===== src/hw/rtl/sbr_pkg.sv =====
// ---------------------------------------------------------------------------
// sbr_pkg
// Types, constants and the CRC-16 byte update shared by the packet receiver.
// ---------------------------------------------------------------------------
`default_nettype none

package sbr_pkg;

  // Raw byte position wraps here; raw index is 7 bits wide
  localparam logic [7:0] INDEX_WRAP = 8'd127;

  localparam logic [15:0] CRC_POLY   = 16'h8005;
  localparam logic [7:0]  HDR_BYTE0  = 8'hFF;
  localparam logic [7:0]  HDR_BYTE2  = 8'hFD;
  localparam logic [7:0]  HDR_BYTE3  = 8'h00;

  // Configuration register indexes
  localparam int unsigned CFG_IDX_W = 8;
  localparam int unsigned CFG_DAT_W = 16;
  localparam logic [CFG_IDX_W-1:0] REG_EXPECTED_ID = 8'd0;
  localparam logic [CFG_IDX_W-1:0] REG_RX_TIMEOUT  = 8'd1;
  localparam logic [15:0] RX_TIMEOUT_RST = 16'd500;

  typedef enum logic [2:0] {
    EV_NONE     = 3'd0,
    EV_GOOD     = 3'd1,
    EV_CRC_BAD  = 3'd2,
    EV_REJECT   = 3'd3,
    EV_TIMEOUT  = 3'd4
  } event_t;

  typedef enum logic {
    ACT_BYTE = 1'b0,
    ACT_TICK = 1'b1
  } action_t;

  typedef struct packed {
    action_t    action;
    logic [7:0] rx_byte;
  } item_t;

  typedef struct packed {
    event_t      event_res;
    logic        payload_valid;
    logic [7:0]  payload_byte;
    logic [6:0]  payload_index;
    logic [7:0]  instruction;
    logic [15:0] packet_length;
  } result_t;

  // One byte of CRC-16, MSB first, not reflected
  function automatic logic [15:0] crc_step(input logic [15:0] crc, input logic [7:0] b);
    logic [15:0] c;
    c = crc ^ {b, 8'h00};
    for (int k = 0; k < 8; k++) begin
      c = c[15] ? ((c << 1) ^ CRC_POLY) : (c << 1);
    end
    return c;
  endfunction

  // CRC after the first header byte, and after FF FF FD
  localparam logic [15:0] CRC_AFTER_FF  = crc_step(16'h0000, HDR_BYTE0);
  localparam logic [15:0] CRC_AFTER_HDR =
    crc_step(crc_step(CRC_AFTER_FF, HDR_BYTE0), HDR_BYTE2);

endpackage

`default_nettype wire


===== src/hw/rtl/sbr_core.sv =====
// ---------------------------------------------------------------------------
// sbr_core
// Packet state machine: header hunt, ID check, length, instruction,
// parameters, CRC compare and idle timeout. One word per fire strobe.
// ---------------------------------------------------------------------------
`default_nettype none

module sbr_core (
  input  wire logic            clk,
  input  wire logic            rst_n,
  input  wire logic            item_fire,
  input  wire sbr_pkg::item_t  item,
  input  wire logic [7:0]      expected_id,
  input  wire logic [15:0]     rx_timeout,
  output sbr_pkg::result_t     result
);

  typedef enum logic [2:0] {
    PH_HUNT   = 3'd0,
    PH_HEADER = 3'd1,
    PH_ID     = 3'd2,
    PH_LENGTH = 3'd3,
    PH_INSTR  = 3'd4,
    PH_PARAMS = 3'd5,
    PH_CRC    = 3'd6
  } phase_t;

  phase_t      phase_r,   phase_nxt;
  logic [1:0]  sub_r,     sub_nxt;
  logic [6:0]  raw_idx_r, raw_idx_nxt;
  logic [15:0] len_r,     len_nxt;
  logic [7:0]  pre_crc_r, pre_crc_nxt;
  logic [15:0] crc_r,     crc_nxt;
  logic [7:0]  crc_lo_r,  crc_lo_nxt;
  logic [15:0] idle_r,    idle_nxt;
  logic [7:0]  instr_r,   instr_nxt;

  logic [7:0]  b;
  logic [15:0] crc_upd;
  logic [7:0]  raw_inc;
  logic [6:0]  raw_wrap;
  logic [15:0] len_full;
  logic [16:0] len_plus;
  logic        len_bad;
  logic [15:0] idle_inc;
  sbr_pkg::event_t ev;
  logic        pv;
  logic [7:0]  pb;
  logic [6:0]  pi;

  assign b        = item.rx_byte;
  assign crc_upd  = sbr_pkg::crc_step(crc_r, b);
  assign raw_inc  = {1'b0, raw_idx_r} + 8'd1;
  assign raw_wrap = (raw_inc >= sbr_pkg::INDEX_WRAP) ? 7'd0 : raw_inc[6:0];
  assign len_full = {b, len_r[7:0]};
  assign len_plus = {1'b0, len_full} + 17'd5;
  assign len_bad  = (len_full < 16'd3) ||
                    (len_plus > ({9'd0, sbr_pkg::INDEX_WRAP} - 17'd1));
  assign idle_inc = (idle_r != 16'hFFFF) ? idle_r + 16'd1 : idle_r;

  // Next state and result for the word at the input
  always_comb begin
    phase_nxt   = phase_r;
    sub_nxt     = sub_r;
    raw_idx_nxt = raw_idx_r;
    len_nxt     = len_r;
    pre_crc_nxt = pre_crc_r;
    crc_nxt     = crc_r;
    crc_lo_nxt  = crc_lo_r;
    idle_nxt    = idle_r;
    instr_nxt   = instr_r;
    ev          = sbr_pkg::EV_NONE;
    pv          = 1'b0;
    pb          = 8'd0;
    pi          = 7'd0;

    if (item.action == sbr_pkg::ACT_TICK) begin
      // Count idle ticks inside a packet, drop it once past the timeout
      if (phase_r != PH_HUNT) begin
        if (idle_inc > rx_timeout) begin
          idle_nxt  = 16'd0;
          phase_nxt = PH_HUNT;
          sub_nxt   = 2'd0;
          ev        = sbr_pkg::EV_TIMEOUT;
        end else begin
          idle_nxt  = idle_inc;
        end
      end
    end else begin
      raw_idx_nxt = raw_wrap;
      idle_nxt    = 16'd0;
      case (phase_r)
        PH_HEADER: begin
          if (sub_r != 2'd3) begin
            crc_nxt = crc_upd;
            sub_nxt = sub_r + 2'd1;
          end else if (crc_r == sbr_pkg::CRC_AFTER_HDR && b == sbr_pkg::HDR_BYTE3) begin
            crc_nxt   = crc_upd;
            phase_nxt = PH_ID;
            sub_nxt   = 2'd0;
          end else begin
            phase_nxt = PH_HUNT;
            sub_nxt   = 2'd0;
            ev        = sbr_pkg::EV_REJECT;
          end
        end
        PH_ID: begin
          if (b == expected_id) begin
            crc_nxt   = crc_upd;
            phase_nxt = PH_LENGTH;
          end else begin
            ev        = sbr_pkg::EV_REJECT;
            phase_nxt = PH_HUNT;
          end
          sub_nxt = 2'd0;
        end
        PH_LENGTH: begin
          crc_nxt = crc_upd;
          if (sub_r == 2'd0) begin
            len_nxt = {8'd0, b};
            sub_nxt = 2'd1;
          end else begin
            len_nxt     = len_full;
            pre_crc_nxt = len_bad ? 8'hFF : len_plus[7:0];
            phase_nxt   = PH_INSTR;
            sub_nxt     = 2'd0;
          end
        end
        PH_INSTR: begin
          crc_nxt   = crc_upd;
          instr_nxt = b;
          phase_nxt = (len_r == 16'd3) ? PH_CRC : PH_PARAMS;
          sub_nxt   = 2'd0;
        end
        PH_PARAMS: begin
          crc_nxt = crc_upd;
          pv      = 1'b1;
          pb      = b;
          pi      = raw_idx_r;
          if ({1'b0, raw_wrap} == pre_crc_r) begin
            phase_nxt = PH_CRC;
            sub_nxt   = 2'd0;
          end
        end
        PH_CRC: begin
          if (sub_r == 2'd0) begin
            crc_lo_nxt = b;
            sub_nxt    = 2'd1;
          end else begin
            ev        = ({b, crc_lo_r} == crc_r) ? sbr_pkg::EV_GOOD : sbr_pkg::EV_CRC_BAD;
            phase_nxt = PH_HUNT;
            sub_nxt   = 2'd0;
          end
        end
        default: begin
          // Hunt: a first header byte opens a packet
          phase_nxt = PH_HUNT;
          if (b == sbr_pkg::HDR_BYTE0) begin
            phase_nxt   = PH_HEADER;
            sub_nxt     = 2'd1;
            raw_idx_nxt = 7'd1;
            crc_nxt     = sbr_pkg::CRC_AFTER_FF;
          end
        end
      endcase
    end

    result.event_res     = ev;
    result.payload_valid = pv;
    result.payload_byte  = pb;
    result.payload_index = pi;
    result.instruction   = instr_nxt;
    result.packet_length = len_nxt;
  end

  // Hold state; advance on each fired word
  always_ff @(posedge clk) begin
    if (!rst_n) begin
      phase_r   <= PH_HUNT;
      sub_r     <= 2'd0;
      raw_idx_r <= 7'd0;
      len_r     <= 16'd0;
      pre_crc_r <= 8'd0;
      crc_r     <= 16'd0;
      crc_lo_r  <= 8'd0;
      idle_r    <= 16'd0;
      instr_r   <= 8'd0;
    end else if (item_fire) begin
      phase_r   <= phase_nxt;
      sub_r     <= sub_nxt;
      raw_idx_r <= raw_idx_nxt;
      len_r     <= len_nxt;
      pre_crc_r <= pre_crc_nxt;
      crc_r     <= crc_nxt;
      crc_lo_r  <= crc_lo_nxt;
      idle_r    <= idle_nxt;
      instr_r   <= instr_nxt;
    end
  end

endmodule

`default_nettype wire


===== src/hw/rtl/servo_bus_packet_receiver.sv =====
// An accepted word waits in the input register until its result word is loaded.
// Throughput: one word per cycle unless out_stall holds; the CRC byte update
// and phase move sit in one stage between the input and result registers.
// Reset (rst_n low, synchronous) empties both registers, returns the receiver to
// header hunt, and sets expected_id to 0 and rx_timeout to 500.
// ---------------------------------------------------------------------------
// servo_bus_packet_receiver
// Bus packet receiver with header hunt, ID filter, CRC-16 check and timeout.
// ---------------------------------------------------------------------------
`default_nettype none

module servo_bus_packet_receiver (
  input  wire logic                           clk,
  input  wire logic                           rst_n,
  input  wire logic                           in_valid,
  output logic                                in_stall,
  input  wire logic                           in_action,
  input  wire logic [7:0]                     in_rx_byte,
  output logic                                out_valid,
  input  wire logic                           out_stall,
  output logic [2:0]                          out_event_res,
  output logic                                out_payload_valid,
  output logic [7:0]                          out_payload_byte,
  output logic [6:0]                          out_payload_index,
  output logic [7:0]                          out_instruction,
  output logic [15:0]                         out_packet_length,
  input  wire logic                           cfg_valid,
  output logic                                cfg_ready,
  input  wire logic [sbr_pkg::CFG_IDX_W-1:0]  cfg_index,
  input  wire logic [sbr_pkg::CFG_DAT_W-1:0]  cfg_wdata
);

  logic             s1_valid_r, s1_valid_nxt;
  sbr_pkg::item_t   s1_item_r;
  logic             out_valid_r, out_valid_nxt;
  sbr_pkg::result_t out_res_r;
  sbr_pkg::result_t core_res;
  logic [7:0]       exp_id_r;
  logic [15:0]      rx_timeout_r;
  logic             out_load;
  logic             s1_fire;
  logic             in_fire;

  // Handshake: the result register frees up when empty or being taken
  assign out_load  = !out_valid_r || !out_stall;
  assign s1_fire   = s1_valid_r && out_load;
  assign in_stall  = s1_valid_r && !out_load;
  assign in_fire   = in_valid && !in_stall;
  assign cfg_ready = 1'b1;

  always_comb begin
    s1_valid_nxt = s1_valid_r;
    if (in_fire) begin
      s1_valid_nxt = 1'b1;
    end else if (s1_fire) begin
      s1_valid_nxt = 1'b0;
    end
    out_valid_nxt = out_valid_r;
    if (s1_fire) begin
      out_valid_nxt = 1'b1;
    end else if (out_valid_r && !out_stall) begin
      out_valid_nxt = 1'b0;
    end
  end

  // Control flags and configuration
  always_ff @(posedge clk) begin
    if (!rst_n) begin
      s1_valid_r   <= 1'b0;
      out_valid_r  <= 1'b0;
      exp_id_r     <= 8'd0;
      rx_timeout_r <= sbr_pkg::RX_TIMEOUT_RST;
    end else begin
      s1_valid_r  <= s1_valid_nxt;
      out_valid_r <= out_valid_nxt;
      if (cfg_valid && cfg_ready) begin
        if (cfg_index == sbr_pkg::REG_EXPECTED_ID) begin
          exp_id_r <= cfg_wdata[7:0];
        end else if (cfg_index == sbr_pkg::REG_RX_TIMEOUT) begin
          rx_timeout_r <= cfg_wdata[15:0];
        end
      end
    end
  end

  // Payload registers
  always_ff @(posedge clk) begin
    if (in_fire) begin
      s1_item_r.action  <= sbr_pkg::action_t'(in_action);
      s1_item_r.rx_byte <= in_rx_byte;
    end
    if (s1_fire) begin
      out_res_r <= core_res;
    end
  end

  sbr_core u_core (
    .clk         (clk),
    .rst_n       (rst_n),
    .item_fire   (s1_fire),
    .item        (s1_item_r),
    .expected_id (exp_id_r),
    .rx_timeout  (rx_timeout_r),
    .result      (core_res)
  );

  assign out_valid         = out_valid_r;
  assign out_event_res     = out_res_r.event_res;
  assign out_payload_valid = out_res_r.payload_valid;
  assign out_payload_byte  = out_res_r.payload_byte;
  assign out_payload_index = out_res_r.payload_index;
  assign out_instruction   = out_res_r.instruction;
  assign out_packet_length = out_res_r.packet_length;

endmodule

`default_nettype wire


===== config.mk =====
export PLATFORM = sky130hd
export DESIGN_NAME = servo_bus_packet_receiver
export DESIGN_NICKNAME = d
export VERILOG_FILES = /design/src/hw/rtl/sbr_pkg.sv /design/src/hw/rtl/sbr_core.sv /design/src/hw/rtl/servo_bus_packet_receiver.sv
export SDC_FILE = /design/constraint.sdc
export NUM_CORES = 1
export LEC_CHECK = 0
export ABC_AREA = 1
export BUFFER_PORTS_ARGS = -buffer_cell sky130_fd_sc_hd__buf_2
export CAP_MARGIN = 5
export CORE_UTILIZATION = 46
export DETAILED_ROUTE_END_ITERATION = 8
export SETUP_SLACK_MARGIN = 0.4
export SYNTH_ARGS = -nofsm -noshare
export SYNTH_HDL_FRONTEND = slang
export SYNTH_SLANG_ARGS = --single-unit
export TNS_END_PERCENT = 100

===== constraint.sdc =====
create_clock -name clk -period 8.6 [get_ports clk]
set_clock_uncertainty 0.2 [all_clocks]
set_input_delay 2.58 -clock clk [delete_from_list [all_inputs] [get_ports clk]]
set_output_delay 2.58 -clock clk [all_outputs]
set_load 0.005 [all_outputs]

Word-level counts from Yosys, hierarchy flattened
Index checks and enable logic that the tools add are counted.

storage, ports and cells
  register bits after elaboration = 162
  latch bits = 0
  bits in writable memories = 0
  memory bits (read-only) = 0
  input bits = 38
  word-level logic and storage cells = 159
  memories kept = 0

cells by class
  $add $sub $neg = 4
  multiply operators = 0
  div/mod/pow operators = 0
  order comparisons = 4
  equal/unequal tests = 23
  shifts and indexed selects = 0
  muxes and demuxes = 60
  bitwise operators = 14
  reduce and logical (&&, ||, !) cells = 33

operator list
  operator                 count
  $mux W16                 19
  $pmux W16 S4             1
  $mux W3                  12
  $mux W2                  12
  $mux W8                  3
  $not A3 Y3               8
  $mux W7                  3
  $pmux W3 S6              1
  $add A16 B3 Y17 const B  1
  $gt A17 B7 Y1 const B    1
  $add A16 B1 Y16 const B  1
  $eq A16 B12 Y1 const B   1
  $eq A16 B16 Y1           1
  $eq A16 B2 Y1 const B    1
  $gt A16 B16 Y1           1
  $logic_not A8 Y1         2
  $lt A16 B2 Y1 const B    1
  $ne A16 B16 Y1 const B   1
  $xor A16 B16 Y16         1
  $eq A3 B3 Y1 const B     3
  $ne A3 B3 Y1 const B     3
  $pmux W3 S3              1
  $add A7 B1 Y8 const B    1
  $eq A7 B8 Y1             1
  other kinds (31)         58

Depth between registers and ports, before layout
Gate-level depths: netlist of the first run.

  depth after elaboration = 20
  depth in mapped cells = 23
  gate-level depth less buffers = 23

Cells and area by module
From an unflattened synthesis of the first run, not the netlist that was laid out.

unflattened totals
  cells, all modules = 1121
  area, all modules = 8645.8 um^2

modules (own cells, without submodules)
  module                     instances  cells each  area each (um^2)  seq. area each (um^2)
  sbr_core                   1          902         5911.9            1681.6
  servo_bus_packet_receiver  1          219         2733.9            2082.0

Worst setup path before layout of the first run
OpenSTA, ideal clock, no wires.

  path type = input to output
  start point = input out_stall
  end point = output in_stall
  data arrival time = 2778 ps
  setup slack = 3042 ps
  stages = 2
  buffers on the path = 0
  cells stage by stage = nand2_1 -> nor2_1

on the way
  longest elaborated chain between the ends = 4

RTL lines
  element              line                             RTL
  from (decl)          servo_bus_packet_receiver.sv:20  input wire logic out_stall,
  $logic_not A1 Y1     servo_bus_packet_receiver.sv:45  assign out_load = !out_valid_r || !out_stall;
  $logic_or A1 B1 Y1   servo_bus_packet_receiver.sv:45
  $logic_not A1 Y1     servo_bus_packet_receiver.sv:47  assign in_stall = s1_valid_r && !out_load;
  $logic_and A1 B1 Y1  servo_bus_packet_receiver.sv:47
  to (decl)            servo_bus_packet_receiver.sv:16  output logic in_stall,

Every way passes these cells.

Worst setup path in the final report of the first run
Ends and elaborated chain as after synthesis.

==> metrics.md, run 1 <==
| Metric | Value |
|---|---|
| Die W | `137 um` |
| Min Tclk post-route | `5.74 ns` |
| Root Driver | `clkbuf_16` |
| Post_cts resized | `0` |
| Status | `complete, no violations` |
| Startpoint Class | `primary input` |
| First-pass GRT wire length | `31300 um` |
| Syn Std Cell Area | `8390 um2` |
| Worst R2R Start | `u_core.idle_r[1]` |
| Detailed-route DRC error count | `0` |
| Final hold vios | `0` |
| Hold Path End | `rx_timeout_r[1]` |
| FP Rows | `49` |
| Syn_nets | `1130` |
| Wirelength per Cell | `13.8 um` |
| PwrDens | `185 nW/um2` |
| Most common cell after layout, fill and taps aside | `nand2_1` |
| Reg2reg setup slack | `4.62 ns` |
| Final setup viols | `0` |
| WL final | `between 15000 and 20000 um` |
| Worst setup EP type | `output port` |
| Core box area | `17900 um2` |
| Finished Layout Cells | `1369` |
| Largest net degree at the start of global routing | `57` |
| CTS sink cnt | `around 160` |
| Placed Cells incl. Taps | `1337` |
| Antenna violations before repair | `0` |
| Nets | `1192` |
| Tot Pwr | `~1800 uW` |
| CP arrival | `2.96 ns` |
| Proportion of layout cells with a drive suffix above 1 | `13.2%` |
| RSZ-0062 raised after global routing | `false` |
| Initial core utilization | `46.8%` |
| Hold Crit Depth | `2` |
| Vias per cell | `5.04` |
| Layout area overhead | `12.9%` |
| Setup_tns | `0 ns` |
| Lkg Pwr | `0.00411 uW` |
| CP required | `5.82 ns` |
| Clk slew on worst S/H paths | `0.07 ns` |
| I/O pin count | `84` |
| Hold_buf cts | `0` |
| Worst-case headroom to the max-slew limit | `38.2%` |
| Hpwl dp | `13300 um` |
| Cells after Synth | `1065` |
| Setup Buffers After CTS | `0` |
| DRT Pass-1 Iters | `5` |
| Via count | `about 7k` |
| Hold crit path type | `flip-flop to flip-flop` |
| CTS tree | `yes` |
| Total die area | `18800 um2` |
| #FFs+latches synth | `162` |
| Most frequent cells in the layout | `176 x nand2_1, 150 x inv_1, 110 x dfxtp_1` |
| CTS Buf Count | `17` |
| # diodes | `0` |
| Maximum vdd drop | `0.143 mV` |
| Slew Viols, Final | `0` |
| CP Max Fanout | `3` |
| Fin crit share | `66.7%` |
| Initial DRC Count | `538` |
| Cell variety after synth | `54` |
| RePlAce Congestion | `approximately 0.85` |
| Max Cap Violations | `0` |
| CTS H-Tree Depth | `4` |
| Clk buf depth | `2` |
| Die height | `roughly 140 um` |
| Gr usage total | `21.5%` |
| Average size of a mapped cell | `roughly 8 um2` |
| Crit path kind | `primary input to output port` |
| Antenna viol nets, final | `0` |
| Synth warn | `0` |
| Reg2reg path depth | `20` |
| Vias in the first global route | `between 6k and 7k` |
| Input/output buffers | `82` |
| Max Freq | `0.174 GHz` |
| Hold path start | `rx_timeout_r[1]` |
| R2r endpoint | `u_core.phase_r[1]` |
| Total gr overflow | `0` |
| Slew of the pin with the lowest slew margin | `between 0.9 and 1 ns` |
| Post-synthesis sequential area ratio | `44.9%` |
| Worst-skew pair later-pin latency | `about 0.43 ns` |
critical path, stage by stage:
cell	delay, ns
buf_2	0.07
nand2_1	0.07
nor2_1	0.11
buf_2	0.12
area by class of cell:
cell class | count | area, um2
fillers | 1720 | 8430
multi-input cells | 701 | 3830
flip-flops and latches | 162 | 3760
inverters | 160 | 601
clock buffers | 19 | 433
repair buffers | 85 | 433
well taps | 229 | 287
clock inverters | 13 | 125
power by group:
group | internal [uW] | leakage [uW] | total, uW | switching, uW
Combinational | 61.5 | 0.00246 | 177 | 116
Clock | 403 | 0.000264 | 728 | 325
Sequential | 821 | 0.00140 | 846 | 25.2
registers in the layout (all words and copies together) (netlist names), 2 cells and up:
signal	flops
out_packet_length	16
rx_timeout_r	16
u_core.crc_r	16
u_core.idle_r	16
u_core.len_r	16
s1_item_r	9
exp_id_r	8
out_instruction	8
out_payload_byte	8
u_core.crc_lo_r	8
u_core.instr_r	8
u_core.pre_crc_r	8
out_payload_index	7
u_core.raw_idx_r	7
out_event_res	3
u_core.phase_r	3
u_core.sub_r	2
metrics by stage:
| step | setup slack (ns) | util [%] | hold slack (ns) | instance area, um2 |
|---|---|---|---|---|
| after floorplan | 3.04 | - | 0.235 | 8390 |
| after detailed placement | 2.86 | 49.8 | 0.258 | 8910 |
| after CTS | 2.86 | 52.9 | 0.267 | 9470 |
| after global placement | 2.85 | 49.8 | 0.251 | 8910 |
| after global routing | 2.82 | 52.9 | 0.281 | 9470 |
| final | 2.86 | 52.9 | 0.269 | 9470 |
kinds of logic (layout without fill, tap and decap cells):
logic type / count (synthesis) / count (layout) / share of synthesized area (%)
AOI/OAI and AO/OA: 228 / 228 / 14.5
adders and majority gates: 27 / 27 / 4.03
and+or+nand+nor: 394 / 394 / 21.5
xor gates and xnor gates: 51 / 51 / 5.50
other: 1 / 1 / 0.0447
DFF: 162 / 162 / 44.9
buffers and inverters: 202 / 277 / 9.58
synthesized netlist by cell type, drive strengths merged:
cell type  instances  area (um2)
dfxtp            110        2200
nor4b              1        15.0
nand3b             1        7.51
a22oi              1        12.5
nor2             103         414
o21a               2        15.0
o311ai             1        8.76
and3b              1        8.76
o2111ai            1        8.76
nor3              18        95.1
conb               1        3.75
o31ai              1        7.51
clkbuf            26        97.6
o32ai              1        8.76
a221oi             1        8.76
o221ai             1        8.76
a31oi              2        12.5
buf               16         105
xnor2             18         173
xor2              33         289
or2                2        12.5
nor3b              2        15.0
inv              158         593
nor4               7        43.8
a21boi             1        7.51
or4                1        7.51
ha                27         338
nand3             43         248
a21oi             98         494
o21ai            106         531
o211ai             7        52.6
a211oi             3        27.5
nand2            181         692
edfxtp            52        1560
o22ai              1        6.26
nand4             34         240
o21bai             1        7.51
clkinv             2        7.51
worst max path at each step:
stage | startpoint | cells after the start | endpoint
6_report | out_stall | 4 | in_stall
5_1_grt | out_stall | 4 | in_stall
4_1_cts | out_stall | 4 | in_stall
3_5_place_dp | out_stall | 4 | in_stall
3_3_place_gp | out_stall | 4 | in_stall
2_1_floorplan | out_stall | 2 | in_stall
per-layer routing:
layer	global-route usage, %	wire length, um
met3	3.78	642
met2	33.8	8490
met4	7.02	243
met5	0	0
met1	29.9	9490
(Power assumes the default switching activity.)
==> inputs of run 2 (changes only) <==
--- a/config.mk
+++ b/config.mk
@@ -10,6 +10,7 @@
 export CAP_MARGIN = 5
 export CORE_UTILIZATION = 46
 export DETAILED_ROUTE_END_ITERATION = 8
+export PLACE_DENSITY = 0.67
 export SETUP_SLACK_MARGIN = 0.4
 export SYNTH_ARGS = -nofsm -noshare
 export SYNTH_HDL_FRONTEND = slang
==> constraint.sdc (replaced) <==
create_clock -name clk -period 5.2 [get_ports clk]
set_clock_uncertainty 0.2 [all_clocks]
set_input_delay 1.56 -clock clk [delete_from_list [all_inputs] [get_ports clk]]
set_output_delay 1.56 -clock clk [all_outputs]
set_load 0.005 [all_outputs]
==> metrics.md, run 2 (synthesized netlist as in run 1, its figures left out) <==
| Metric | Value |
|---|---|
| Slew Viols, Final | `0 (unchanged)` |
| Hpwl dp | `13200 um (was 13300 um)` |
| RePlAce Congestion | `0.891 (was 0.849)` |
| Final hold vios | `0 (unchanged)` |
| Setup_tns | `0 ns (unchanged)` |
| Top Usage Layer GRT | `met2 (unchanged)` |
| P_sw | `822 uW (was 466 uW)` |
| Clk buf depth | `2 (unchanged)` |
| # diodes | `0 (unchanged)` |
| Reg2reg setup slack | `1.40 ns (was 4.62 ns)` |
| WL final | `18600 um (was 18900 um)` |
| Die W | `137 um (unchanged)` |
| Total gr overflow | `0 (unchanged)` |
| Worst-case headroom to the max-slew limit | `39.0% (was 38.2%)` |
| Reg2reg path depth | `20 (unchanged)` |
| I/O pin count | `84 (unchanged)` |
| Internal power | `2150 uW (was 1290 uW)` |
| Post_cts resized | `0 (unchanged)` |
| Initial DRC Count | `515 (was 538)` |
| Hold_ws | `0.260 ns (was 0.269 ns)` |
| Hold crit path type | `flip-flop to flip-flop (unchanged)` |
| Core box area | `17900 um2 (unchanged)` |
| PwrDens | `312 nW/um2 (was 185 nW/um2)` |
| Nets | `1193 (was 1192)` |
| Detailed-route DRC error count | `0 (unchanged)` |
| Initial core utilization | `46.8% (unchanged)` |
| Antenna violations before repair | `0 (unchanged)` |
| Largest net degree at the start of global routing | `53 (was 57)` |
| Routing usage on met3 | `3.70% (was 3.78%)` |
| Sequential Power Share | `47.0% (was 48.3%)` |
| Lkg Pwr | `0.00415 uW (was 0.00411 uW)` |
| Crit path kind | `flip-flop to flip-flop (was primary input to output port)` |
| Worst-skew pair later-pin latency | `0.43 ns (about the same)` |
| Worst R2R Start | `u_core.idle_r[0] (was u_core.idle_r[1])` |
| FP Rows | `49 (unchanged)` |
| Max Freq | `0.263 GHz` |
| Hold path start | `rx_timeout_r[9] (was rx_timeout_r[1])` |
| CP required | `5.32 ns (was 5.82 ns)` |
| Layout area overhead | `13.5% (was 12.9%)` |
| Final setup viols | `0 (unchanged)` |
| Most common cell after layout, fill and taps aside | `nand2_1 (unchanged)` |
| Clock Power Share | `43.2% (was 41.6%)` |
| Fin crit share | `about three quarters` |
| Worst setup EP type | `flip-flop (was output port)` |
| Wirelength per Cell | `13.6 um (was 13.8 um)` |
| Clk slew on worst S/H paths | `0.07 ns (about the same)` |
| Max Cap Violations | `0 (unchanged)` |
| CTS Buf Count | `17 (unchanged)` |
| Vias per cell | `5.13 (was 5.04)` |
| DRT Pass-1 Iters | `5 (unchanged)` |
| Total die area | `18800 um2 (unchanged)` |
| Slew of the pin with the lowest slew margin | `0.913 ns (was 0.924 ns)` |
| CP arrival | `3.93 ns (was 2.96 ns)` |
| R2r endpoint | `u_core.phase_r[1] (unchanged)` |
| Gate power share | `9.8% (was 10.1%)` |
| Proportion of layout cells with a drive suffix above 1 | `13.5% (was 13.2%)` |
| Input/output buffers | `82 (unchanged)` |
| GR Layer Usage met2 | `33.5% (was 33.8%)` |
| Hold Path End | `rx_timeout_r[9] (was rx_timeout_r[1])` |
| Gr usage total | `21.1% (was 21.5%)` |
| CTS sink cnt | `162 (unchanged)` |
| Placed Cells incl. Taps | `1338 (was 1337)` |
| Hold_buf cts | `0 (unchanged)` |
| Root Driver | `clkbuf_16 (unchanged)` |
| Sw frac | `27.6% (was 26.6%)` |
| Most frequent cells in the layout | `176 x nand2_1, 150 x inv_1, 110 x dfxtp_1 (unchanged)` |
| Vias in the first global route | `6435 (was 6356)` |
| CP Max Fanout | `13 (was 3)` |
| First-pass GRT wire length | `30800 um (was 31300 um)` |
| Die height | `137 um (unchanged)` |
| Hold Crit Depth | `2 (unchanged)` |
| CTS tree | `yes (unchanged)` |
| Startpoint Class | `flip-flop (was primary input)` |
| Antenna viol nets, final | `0 (unchanged)` |
| M1 GR Usage | `28.4% (was 29.9%)` |
| Via count | `7031 (was 6904)` |
| CTS H-Tree Depth | `4 (unchanged)` |
| Maximum vdd drop | `0.243 mV (was 0.143 mV)` |
| Status | `complete, no violations (unchanged)` |
| Setup Buffers After CTS | `0 (unchanged)` |
| Finished Layout Cells | `1370 (was 1369)` |
| RSZ-0062 raised after global routing | `false (unchanged)` |
| Min Tclk post-route | `3.80 ns` |
-- run 2: power groups by stage --
stage          Combinational [uW]  Sequential (uW)  Clock [uW]
4_1_cts                       293             1400        1300
6_report                      292             1400        1280
5_1_grt                       335             1400        1360
3_3_place_gp                  288             1430           0
3_5_place_dp                  291             1430           0
2_1_floorplan                 213             1410           0
-- run 2: cell type report --
type / instances / area, um2
clock buffer: 17 / 425
clock inverter: 15 / 178
fill: 1747 / 8380
inverter: 160 / 601
multi-input combinational: 701 / 3830
sequential: 162 / 3760
tap: 229 / 287
timing repair buffer: 86 / 440
-- run 2: how the worst max path moves through the flow --
stage                           from                end  slack [ns]  depth (start not counted)
CTS                 u_core.idle_r[0]  u_core.phase_r[1]        1.38                         20
detailed placement      cfg_index[5]   rx_timeout_r[15]        1.22                          6
finish              u_core.idle_r[0]  u_core.phase_r[1]        1.40                         20
global route        u_core.idle_r[4]  u_core.phase_r[1]        0.96                         23
global placement        cfg_index[5]   rx_timeout_r[10]        1.35                          6
floorplan                  out_stall   out_event_res[0]        1.34                          4
-- run 2: critical path: stages (launching register included) --
cell and delay [ns]:
dfxtp_1 0.42, ha_1 0.25, nand2_1 0.10, nor2_1 0.20
nand4_1 0.23, nand4_1 0.22, xor2_1 0.23, ha_1 0.28
a21oi_1 0.14, a21boi_0 0.18, nor2_1 0.05, o21ai_0 0.14
o2111ai_1 0.11, nand2_1 0.13, nand2_1 0.08, inv_1 0.33
nor2_1 0.13, nand3_4 0.13, nand2_1 0.07, nand2_1 0.06
nor2_1 0.04
-- run 2: stage by stage --
stage	power (uW)	instance area, um2	util, %	setup slack, ns
2_1_floorplan	1630	8390	-	1.34
3_3_place_gp	1710	8920	49.8	1.35
3_5_place_dp	1720	8920	49.8	1.22
4_1_cts	3000	9520	53.2	1.38
5_1_grt	3100	9520	53.2	0.956
6_report	2970	9520	53.2	1.40
-- run 2: metal layers --
layer	share of wire [%]	routed length (um)
met1	48	8970
met2	45	8360
met3	5.2	961
met4	1.8	342
met5	0	0
